### src/blr_pkg.sv
// Shared codes and sizes for the line rasterizer.
// No dependencies; imported by the front end, the command queue and the back end.
`default_nettype none

package blr_pkg;

    // Item kind, as carried on the mode input and in the command queue.
    typedef enum logic {
        MODE_LOAD = 1'b0,
        MODE_STEP = 1'b1
    } mode_t;

    // Command queue depth between front end and back end.
    localparam int unsigned QUEUE_DEPTH = 4;

endpackage

`default_nettype wire

### src/blr_queue.sv
// Small flip-flop command queue between the front end and the back end.
// Depends on blr_pkg for its depth.
`default_nettype none

module blr_queue #(
    parameter int unsigned WIDTH = 80
) (
    input  logic             clk,
    input  logic             rst_n,
    input  logic             wr_valid,
    output logic             wr_ready,
    input  logic [WIDTH-1:0] wr_data,
    output logic             rd_valid,
    input  logic             rd_ready,
    output logic [WIDTH-1:0] rd_data
);
    import blr_pkg::*;

    localparam int unsigned PTR_W = $clog2(QUEUE_DEPTH);
    localparam int unsigned CNT_W = $clog2(QUEUE_DEPTH + 1);
    localparam logic [CNT_W-1:0] FULL_COUNT = CNT_W'(QUEUE_DEPTH);

    logic [WIDTH-1:0] store_reg [QUEUE_DEPTH];
    logic [PTR_W-1:0] wr_ptr_reg;
    logic [PTR_W-1:0] wr_ptr_next;
    logic [PTR_W-1:0] rd_ptr_reg;
    logic [PTR_W-1:0] rd_ptr_next;
    logic [CNT_W-1:0] count_reg;
    logic [CNT_W-1:0] count_next;
    logic             push;
    logic             pop;

    assign wr_ready = (count_reg != FULL_COUNT);
    assign rd_valid = (count_reg != '0);
    assign rd_data  = store_reg[rd_ptr_reg];
    assign push     = wr_valid && wr_ready;
    assign pop      = rd_valid && rd_ready;

    always_comb
    begin
        wr_ptr_next = wr_ptr_reg;
        rd_ptr_next = rd_ptr_reg;
        count_next  = count_reg;
        if (push)
        begin
            wr_ptr_next = (wr_ptr_reg == PTR_W'(QUEUE_DEPTH - 1)) ? '0 : wr_ptr_reg + 1'b1;
        end
        if (pop)
        begin
            rd_ptr_next = (rd_ptr_reg == PTR_W'(QUEUE_DEPTH - 1)) ? '0 : rd_ptr_reg + 1'b1;
        end
        if (push && !pop)
        begin
            count_next = count_reg + 1'b1;
        end
        else if (pop && !push)
        begin
            count_next = count_reg - 1'b1;
        end
    end

    always_ff @(posedge clk or negedge rst_n)
    begin
        if (!rst_n)
        begin
            wr_ptr_reg <= '0;
            rd_ptr_reg <= '0;
            count_reg  <= '0;
        end
        else
        begin
            wr_ptr_reg <= wr_ptr_next;
            rd_ptr_reg <= rd_ptr_next;
            count_reg  <= count_next;
        end
    end

    always_ff @(posedge clk)
    begin
        if (push)
        begin
            store_reg[wr_ptr_reg] <= wr_data;
        end
    end

`ifndef SYNTHESIS
    a_count_bound: assert property (@(posedge clk) disable iff (!rst_n)
        count_reg <= FULL_COUNT)
        else $error("queue count beyond depth");

    a_push_pop_hold: assert property (@(posedge clk) disable iff (!rst_n)
        (push && pop) |=> (count_reg == $past(count_reg)))
        else $error("queue count moved on simultaneous push and pop");
`endif

endmodule

`default_nettype wire

### src/blr_front.sv
// Front end: takes input beats, picks the major axis, orders the endpoints
// and forms the error setup. Depends on blr_pkg; feeds blr_queue.
`default_nettype none

module blr_front #(
    parameter int unsigned COORD_WIDTH = 10
) (
    input  logic                              in_valid,
    output logic                              in_ready,
    input  logic                              mode,
    input  logic [COORD_WIDTH-1:0]            x_start,
    input  logic [COORD_WIDTH-1:0]            y_start,
    input  logic [COORD_WIDTH-1:0]            x_end,
    input  logic [COORD_WIDTH-1:0]            y_end,
    input  logic [7:0]                        colour,
    output logic                              cmd_valid,
    input  logic                              cmd_ready,
    output logic [6*COORD_WIDTH+19:0]         cmd_data
);
    import blr_pkg::*;

    localparam int unsigned CW = COORD_WIDTH;
    localparam int unsigned EW = COORD_WIDTH + 3;

    logic          xb_lt_xa;
    logic          xa_lt_xb;
    logic          yb_lt_ya;
    logic          ya_lt_yb;
    logic [CW-1:0] dx;
    logic [CW-1:0] dy;
    logic          x_major;
    logic          swap;
    logic [CW-1:0] maj_a;
    logic [CW-1:0] maj_b;
    logic [CW-1:0] min_a;
    logic [CW-1:0] min_b;
    logic [CW-1:0] maj_start;
    logic [CW-1:0] maj_stop;
    logic [CW-1:0] min_start;
    logic          step_down;
    logic [CW-1:0] maj_delta;
    logic [CW-1:0] min_delta;
    logic signed [EW-1:0] err_init;
    logic signed [EW-1:0] inc_pos;
    logic signed [EW-1:0] inc_neg;
    mode_t         kind;

    assign xb_lt_xa = x_end < x_start;
    assign xa_lt_xb = x_start < x_end;
    assign yb_lt_ya = y_end < y_start;
    assign ya_lt_yb = y_start < y_end;
    assign dx = xb_lt_xa ? (x_start - x_end) : (x_end - x_start);
    assign dy = yb_lt_ya ? (y_start - y_end) : (y_end - y_start);

    // equal deltas go to the y axis
    assign x_major = dx > dy;

    assign maj_a     = x_major ? x_start : y_start;
    assign maj_b     = x_major ? x_end   : y_end;
    assign min_a     = x_major ? y_start : x_start;
    assign min_b     = x_major ? y_end   : x_end;
    assign maj_delta = x_major ? dx : dy;
    assign min_delta = x_major ? dy : dx;
    assign swap      = x_major ? xb_lt_xa : yb_lt_ya;

    assign maj_start = swap ? maj_b : maj_a;
    assign maj_stop  = swap ? maj_a : maj_b;
    assign min_start = swap ? min_b : min_a;
    // minor direction judged after ordering
    assign step_down = swap ? (x_major ? ya_lt_yb : xa_lt_xb)
                            : (x_major ? yb_lt_ya : xb_lt_xa);

    assign inc_pos  = $signed({2'b00, min_delta, 1'b0});
    assign err_init = inc_pos - $signed({3'b000, maj_delta});
    assign inc_neg  = inc_pos - $signed({2'b00, maj_delta, 1'b0});

    assign kind = mode_t'(mode);

    assign cmd_valid = in_valid;
    assign in_ready  = cmd_ready;
    assign cmd_data  = {kind, x_major, step_down, maj_start, maj_stop, min_start,
                        err_init, inc_pos, inc_neg, colour};

endmodule

`default_nettype wire

### src/blr_back.sv
// Back end: holds the active line, walks it one pixel per step command and
// drives the output register. Depends on blr_pkg; fed from blr_queue.
`default_nettype none

module blr_back #(
    parameter int unsigned COORD_WIDTH = 10
) (
    input  logic                      clk,
    input  logic                      rst_n,
    input  logic                      cmd_valid,
    output logic                      cmd_ready,
    input  logic [6*COORD_WIDTH+19:0] cmd_data,
    output logic                      out_valid,
    input  logic                      out_ready,
    output logic [COORD_WIDTH-1:0]    pixel_x,
    output logic [COORD_WIDTH-1:0]    pixel_y,
    output logic [7:0]                pixel_colour,
    output logic                      last_pixel
);
    import blr_pkg::*;

    localparam int unsigned CW = COORD_WIDTH;
    localparam int unsigned EW = COORD_WIDTH + 3;

    mode_t                c_kind;
    logic                 c_x_major;
    logic                 c_step_down;
    logic [CW-1:0]        c_maj_start;
    logic [CW-1:0]        c_maj_stop;
    logic [CW-1:0]        c_min_start;
    logic signed [EW-1:0] c_err_init;
    logic signed [EW-1:0] c_inc_pos;
    logic signed [EW-1:0] c_inc_neg;
    logic [7:0]           c_colour;

    logic                 active_reg;
    logic                 active_next;
    logic                 x_major_reg;
    logic                 x_major_next;
    logic                 step_down_reg;
    logic                 step_down_next;
    logic [CW-1:0]        major_pos_reg;
    logic [CW-1:0]        major_pos_next;
    logic [CW-1:0]        major_end_reg;
    logic [CW-1:0]        major_end_next;
    logic [CW-1:0]        minor_pos_reg;
    logic [CW-1:0]        minor_pos_next;
    logic signed [EW-1:0] err_reg;
    logic signed [EW-1:0] err_next;
    logic signed [EW-1:0] inc_pos_reg;
    logic signed [EW-1:0] inc_pos_next;
    logic signed [EW-1:0] inc_neg_reg;
    logic signed [EW-1:0] inc_neg_next;
    logic [7:0]           colour_reg;
    logic [7:0]           colour_next;

    logic                 out_valid_reg;
    logic                 out_valid_next;
    logic [CW-1:0]        pixel_x_reg;
    logic [CW-1:0]        pixel_x_next;
    logic [CW-1:0]        pixel_y_reg;
    logic [CW-1:0]        pixel_y_next;
    logic [7:0]           pixel_colour_reg;
    logic [7:0]           pixel_colour_next;
    logic                 last_pixel_reg;
    logic                 last_pixel_next;

    logic                 out_free;
    logic                 cmd_fire;
    logic                 emit;
    logic                 at_end;

    assign {c_kind, c_x_major, c_step_down, c_maj_start, c_maj_stop, c_min_start,
            c_err_init, c_inc_pos, c_inc_neg, c_colour} = cmd_data;

    assign out_free = !out_valid_reg || out_ready;
    // loads and steps with no line never touch the output register
    assign cmd_ready = (c_kind == MODE_LOAD) || !active_reg || out_free;
    assign cmd_fire  = cmd_valid && cmd_ready;
    assign emit      = cmd_fire && (c_kind == MODE_STEP) && active_reg;
    assign at_end    = (major_pos_reg == major_end_reg);

    always_comb
    begin
        active_next       = active_reg;
        x_major_next      = x_major_reg;
        step_down_next    = step_down_reg;
        major_pos_next    = major_pos_reg;
        major_end_next    = major_end_reg;
        minor_pos_next    = minor_pos_reg;
        err_next          = err_reg;
        inc_pos_next      = inc_pos_reg;
        inc_neg_next      = inc_neg_reg;
        colour_next       = colour_reg;
        out_valid_next    = out_valid_reg && !out_ready;
        pixel_x_next      = pixel_x_reg;
        pixel_y_next      = pixel_y_reg;
        pixel_colour_next = pixel_colour_reg;
        last_pixel_next   = last_pixel_reg;

        if (cmd_fire && (c_kind == MODE_LOAD))
        begin
            active_next    = 1'b1;
            x_major_next   = c_x_major;
            step_down_next = c_step_down;
            major_pos_next = c_maj_start;
            major_end_next = c_maj_stop;
            minor_pos_next = c_min_start;
            err_next       = c_err_init;
            inc_pos_next   = c_inc_pos;
            inc_neg_next   = c_inc_neg;
            colour_next    = c_colour;
        end
        else if (emit)
        begin
            out_valid_next    = 1'b1;
            pixel_x_next      = x_major_reg ? major_pos_reg : minor_pos_reg;
            pixel_y_next      = x_major_reg ? minor_pos_reg : major_pos_reg;
            pixel_colour_next = colour_reg;
            last_pixel_next   = at_end;
            if (err_reg < 0)
            begin
                err_next = err_reg + inc_pos_reg;
            end
            else
            begin
                err_next       = err_reg + inc_neg_reg;
                minor_pos_next = step_down_reg ? minor_pos_reg - 1'b1 : minor_pos_reg + 1'b1;
            end
            if (at_end)
            begin
                active_next = 1'b0;
            end
            else
            begin
                major_pos_next = major_pos_reg + 1'b1;
            end
        end
    end

    always_ff @(posedge clk or negedge rst_n)
    begin
        if (!rst_n)
        begin
            active_reg    <= 1'b0;
            out_valid_reg <= 1'b0;
        end
        else
        begin
            active_reg    <= active_next;
            out_valid_reg <= out_valid_next;
        end
    end

    always_ff @(posedge clk)
    begin
        x_major_reg      <= x_major_next;
        step_down_reg    <= step_down_next;
        major_pos_reg    <= major_pos_next;
        major_end_reg    <= major_end_next;
        minor_pos_reg    <= minor_pos_next;
        err_reg          <= err_next;
        inc_pos_reg      <= inc_pos_next;
        inc_neg_reg      <= inc_neg_next;
        colour_reg       <= colour_next;
        pixel_x_reg      <= pixel_x_next;
        pixel_y_reg      <= pixel_y_next;
        pixel_colour_reg <= pixel_colour_next;
        last_pixel_reg   <= last_pixel_next;
    end

    assign out_valid    = out_valid_reg;
    assign pixel_x      = pixel_x_reg;
    assign pixel_y      = pixel_y_reg;
    assign pixel_colour = pixel_colour_reg;
    assign last_pixel   = last_pixel_reg;

`ifndef SYNTHESIS
    a_last_ends_line: assert property (@(posedge clk) disable iff (!rst_n)
        (emit && at_end) |=> (!active_reg && out_valid_reg && last_pixel_reg))
        else $error("final pixel did not close the line");

    a_load_starts_line: assert property (@(posedge clk) disable iff (!rst_n)
        (cmd_fire && (c_kind == MODE_LOAD)) |=> active_reg)
        else $error("load did not start a line");

    a_no_overwrite: assert property (@(posedge clk) disable iff (!rst_n)
        emit |-> out_free)
        else $error("pixel issued over a waiting beat");
`endif

endmodule

`default_nettype wire

### src/bresenham_line_raster.sv
// Bresenham line rasterizer: front end, command queue and back end.
// Depends on blr_pkg, blr_front, blr_queue and blr_back.
//
// Usage:
//   Input channel (in_valid/in_ready) carries one command per beat. mode low
//   loads a line from (x_start, y_start) to (x_end, y_end) in colour; mode
//   high asks for the next pixel of the current line. Loads produce no
//   output; a step with no line loaded is dropped.
//   Output channel (out_valid/out_ready) carries one pixel per beat with
//   pixel_x, pixel_y, pixel_colour and last_pixel set on the line's end.
//   Throughput: one command per cycle while the command queue has room. A step
//   beat is written into the queue, then taken by the back end, which registers
//   its pixel in the output register.
//   The four-entry command queue lets input beats keep arriving while a
//   pixel waits; in_ready drops only when the queue fills, so a stalled
//   receiver backs up into the input channel after four more commands.
//   Reset: no line is active, the queue is empty and out_valid is low.
`default_nettype none

module bresenham_line_raster #(
    parameter int unsigned COORD_WIDTH = 10
) (
    input  logic                   clk,
    input  logic                   rst_n,
    input  logic                   in_valid,
    output logic                   in_ready,
    input  logic                   mode,
    input  logic [COORD_WIDTH-1:0] x_start,
    input  logic [COORD_WIDTH-1:0] y_start,
    input  logic [COORD_WIDTH-1:0] x_end,
    input  logic [COORD_WIDTH-1:0] y_end,
    input  logic [7:0]             colour,
    output logic                   out_valid,
    input  logic                   out_ready,
    output logic [COORD_WIDTH-1:0] pixel_x,
    output logic [COORD_WIDTH-1:0] pixel_y,
    output logic [7:0]             pixel_colour,
    output logic                   last_pixel
);
    localparam int unsigned CMD_W = 6 * COORD_WIDTH + 20;

    logic             fe_valid;
    logic             fe_ready;
    logic [CMD_W-1:0] fe_data;
    logic             be_valid;
    logic             be_ready;
    logic [CMD_W-1:0] be_data;

    blr_front #(
        .COORD_WIDTH (COORD_WIDTH)
    ) u_front (
        .in_valid  (in_valid),
        .in_ready  (in_ready),
        .mode      (mode),
        .x_start   (x_start),
        .y_start   (y_start),
        .x_end     (x_end),
        .y_end     (y_end),
        .colour    (colour),
        .cmd_valid (fe_valid),
        .cmd_ready (fe_ready),
        .cmd_data  (fe_data)
    );

    blr_queue #(
        .WIDTH (CMD_W)
    ) u_queue (
        .clk      (clk),
        .rst_n    (rst_n),
        .wr_valid (fe_valid),
        .wr_ready (fe_ready),
        .wr_data  (fe_data),
        .rd_valid (be_valid),
        .rd_ready (be_ready),
        .rd_data  (be_data)
    );

    blr_back #(
        .COORD_WIDTH (COORD_WIDTH)
    ) u_back (
        .clk          (clk),
        .rst_n        (rst_n),
        .cmd_valid    (be_valid),
        .cmd_ready    (be_ready),
        .cmd_data     (be_data),
        .out_valid    (out_valid),
        .out_ready    (out_ready),
        .pixel_x      (pixel_x),
        .pixel_y      (pixel_y),
        .pixel_colour (pixel_colour),
        .last_pixel   (last_pixel)
    );

endmodule

`default_nettype wire

### config.mk
export PLATFORM = sky130hd
export DESIGN_NAME = bresenham_line_raster
export DESIGN_NICKNAME = d
export VERILOG_FILES = /design/src/blr_pkg.sv /design/src/blr_queue.sv /design/src/blr_front.sv /design/src/blr_back.sv /design/src/bresenham_line_raster.sv
export SDC_FILE = /design/constraint.sdc
export NUM_CORES = 1
export LEC_CHECK = 0
export BUFFER_PORTS_ARGS = -buffer_cell sky130_fd_sc_hd__buf_2
export CORE_MARGIN = 2
export CORE_UTILIZATION = 57
export CTS_CLUSTER_DIAMETER = 200
export DETAILED_ROUTE_END_ITERATION = 12
export PLACE_DENSITY = 0.77
export SLEW_MARGIN = 20
export SYNTH_ARGS = -nofsm -noshare
export SYNTH_HDL_FRONTEND = slang
export SYNTH_HIERARCHICAL = 1
export SYNTH_SLANG_ARGS = --single-unit
### constraint.sdc
create_clock -name clk -period 3.25 [get_ports clk]
set_clock_uncertainty 0.05 [all_clocks]
set_input_delay 0.325 -clock clk [delete_from_list [all_inputs] [get_ports clk]]
set_output_delay 0.325 -clock clk [all_outputs]
set_load 0.05 [all_outputs]
==> key figures <==
Status
  • Status: finished, violations left
  • Failing checks: negative setup slack

Setup path
  • Slowest stage delay, CP: 0.38 ns
  • Worst R2R Path Depth: 9
  • CP Max Fanout: 5
  • Slowest cell on crit path: ha_1
  • Critical R2R Capture: u_back/err_reg[11]
  • Reg2Reg Setup Slack: 0.34 ns
  • CP Data Required Time: 3.47 ns
  • Startpoint Class: primary input
  • Worst R2R Start: u_back/err_reg[12]
  • CP dominant cell by count: a21o_1
  • Crit Path Class: in2reg
  • Critical Path AT: 5.57 ns
  • Crit. End Element: flop

Cells and area
  • Max FFs per register: 320
  • ANT cells: 0
  • Sequential Area: 13,100 um^2
  • Design area: 26,900 um^2
  • Layout cells sized above 1: 39.2%
  • Area grow syn2layout: 26.0%
  • Nets: 1,995
  • Fillers: around 2,200
  • Multi-input logic area: 8470 um^2

Global routing
  • First-pass GRT wire length: 78,300 um
  • Vias in the first global route: 14,300
  • Initial antenna violation count: 0
  • Total track usage: around a quarter
  • GRT overflow: 0
  • Largest net degree at the start of global routing: between 80 and 90

Placement
  • Post-DP Area: 24,600 um^2
  • Routability cong.: roughly 0.93
  • Hpwl dp: between 30,000 and 40,000 um
  • I/O Buffers: 83

CTS
  • Clk Latency, worst-skew pair: 0.55 ns
  • Sink Count: 437
  • CTS clk-pin slew, worst paths: 0.07 ns
  • Clk buf depth: 3
  • CTS H-Tree Depth: 2
  • CTS tree: built
  • Root Driver: clkbuf_16
  • TritonCTS buffer count: 42

Routing
  • Avg WL per Cell: 22.2 um
  • DRT Wirelength: 52,100 um
  • Antenna viol nets, final: 0
  • Vias: 14,300
  • DR vias/cell: 6.08
  • DRT iter0 DRCs: 1,418
  • Drt first pass iters: 6
  • Drt drc: 0

Yosys
  • Cells after synthesis: 1,464
  • Synth Flop Type: edfxtp_1
  • Avg Synthesized Cell Area: 14.6 um^2
  • Number of flops mapped to enable cells by yosys: around 430
  • YS warnings: 6
  • Mapped cell area: 21,400 um^2
  • Register area share after synthesis: 61.2%
  • Number of synthesized register bits: 437
  • Post-synthesis cell type count: 86
  • Ys async rst share: between 2 and 2.5%

Floorplanning
  • Die width: about 200 um
  • Die ar.: 39,100 um^2
  • Rows: 70
  • Initial Util: between 50 and 60%
  • Top Ports: 84
  • Die height: just under 200 um
  • Core area: between 30,000 and 40,000 um^2

Timing
  • Fmax: 187 MHz
  • Setup slack after layout: -2.10 ns
  • Worst slew pin tran: 0.791 ns
  • Final hold vios: 0
  • Slew HR: 47.3%
  • Fin. max-slew vios: 0
  • Tcrit/Tclk final: 165%
  • RSZ-0062 raised after global routing: true
  • Final Setup Violations: between 200 and 300
  • Final min period: 5.35 ns

Min path
  • Worst Hold Class: in2async

Run
  • MaxCap Viol Count: 0
[cells in the final DEF (no fill, tap or decap), drive strengths merged, types with 28 or more instances in the layout]
master / count
nor2: 75
buf: 402
ha: 86
mux2: 42
nand2: 100
mux2i: 30
o21ai: 58
inv: 70
edfxtp: 428
a21oi: 102
clkbuf: 55
xor2: 28
mux4: 80
[worst max-delay path, delay by kind of cell]
family | cells | cell delay [ns]
compound gates | 13 | 2.54
simple gates | 5 | 0.87
xor+xnor | 2 | 0.23
buf+inv | 6 | 0.41
fa+ha+maj | 4 | 1.19
[Yosys cell counts, types with 5 or more instances]
library cell | number | area [um^2]
a21boi_0 | 8 | 60.1
nand2b_1 | 8 | 50.1
xnor2_1 | 26 | 228
a21oi_1 | 97 | 485
nand3_1 | 18 | 90.1
o21ai_1 | 8 | 40.0
o21ai_0 | 50 | 250
mux4_2 | 80 | 1800
ha_1 | 86 | 1080
and3_1 | 6 | 37.5
buf_4 | 23 | 173
mux2_2 | 39 | 439
nor3_1 | 8 | 40.0
o211ai_1 | 10 | 75.1
dfrtp_1 | 9 | 225
clkbuf_1 | 40 | 150
xor2_1 | 27 | 236
and4_1 | 5 | 43.8
nand4_1 | 14 | 87.6
edfxtp_1 | 428 | 12900
o21a_1 | 8 | 60.1
a211oi_1 | 18 | 135
mux2i_1 | 29 | 290
or3_1 | 9 | 56.3
buf_2 | 13 | 65.1
fa_1 | 8 | 160
inv_1 | 67 | 251
nand2_1 | 100 | 375
a41oi_1 | 5 | 43.8
and2_1 | 10 | 62.6
nor2_1 | 75 | 282
a31oi_1 | 15 | 93.8
a21o_1 | 19 | 143
[area by class of cell]
cell class / count / area share, %
clock buffers: 53 / 4.17
clock inverters: 22 / 0.613
inverters: 68 / 1.00
multi-input cells: 882 / 31.4
flip-flops and latches: 437 / 48.6
well taps: 468 / 2.17
repair buffers: 417 / 12.0
[metrics by stage]
stage               setup WS, ns  hold WS (ns)  TNS (ns)  util (%)  std cells
finish                     -2.10         0.118   -410.88      73.3       2347
floorplan                  -2.50       -0.0206   -447.37         -       1467
detailed placement         -2.72         0.137   -587.24      66.7       2230
global route               -2.29         0.139   -453.05      73.3       2347
global placement           -2.54         0.140   -553.05      66.7       2230
CTS                        -1.91        0.0981   -361.45      71.8       2329
[worst max path at each step]
stage	from	slack (ns)	end
global placement	x_end[0]	-2.54	u_queue/store_reg[0][17]
detailed placement	x_end[0]	-2.72	u_queue/store_reg[3][17]
finish	x_end[0]	-2.10	u_queue/store_reg[3][42]
CTS	x_end[0]	-1.91	u_queue/store_reg[2][45]
global route	x_end[0]	-2.29	u_queue/store_reg[3][42]
floorplan	x_end[0]	-2.50	u_queue/store_reg[0][46]
[cells by family after synthesis]
logic type	Yosys count	synth area share, %
flops	437	61.2
compound gates	298	9.31
simple gates	280	6.21
mux	152	12.1
buf+inv	148	3.15
fa+ha+maj	94	5.78
xor+xnor	54	2.25
other cells	1	0.0175
[routing by layer]
metal  share of wire (%)  wire [um]  up-vias  GRT usage, %
met5                   0          0        -             0
met4                 2.2       1130        0          7.35
met3                 6.7       3520       97          3.48
met2                  51      26500      654          46.0
met1                  40      20900     7126          34.8
li1                    -          -     6401             -
[what timing repair did]
action,4_1_cts,5_1_grt
resized for setup,60,67
setup buffers,13,17
hold endpoints to repair,46,0
cloned,2,2
hold buffers,11,0
setup endpoints to repair,264,264
pin swaps,20,22
Power is not shown: default switching activity piles up to over one toggle a cycle in this logic, so the estimate is an artifact.
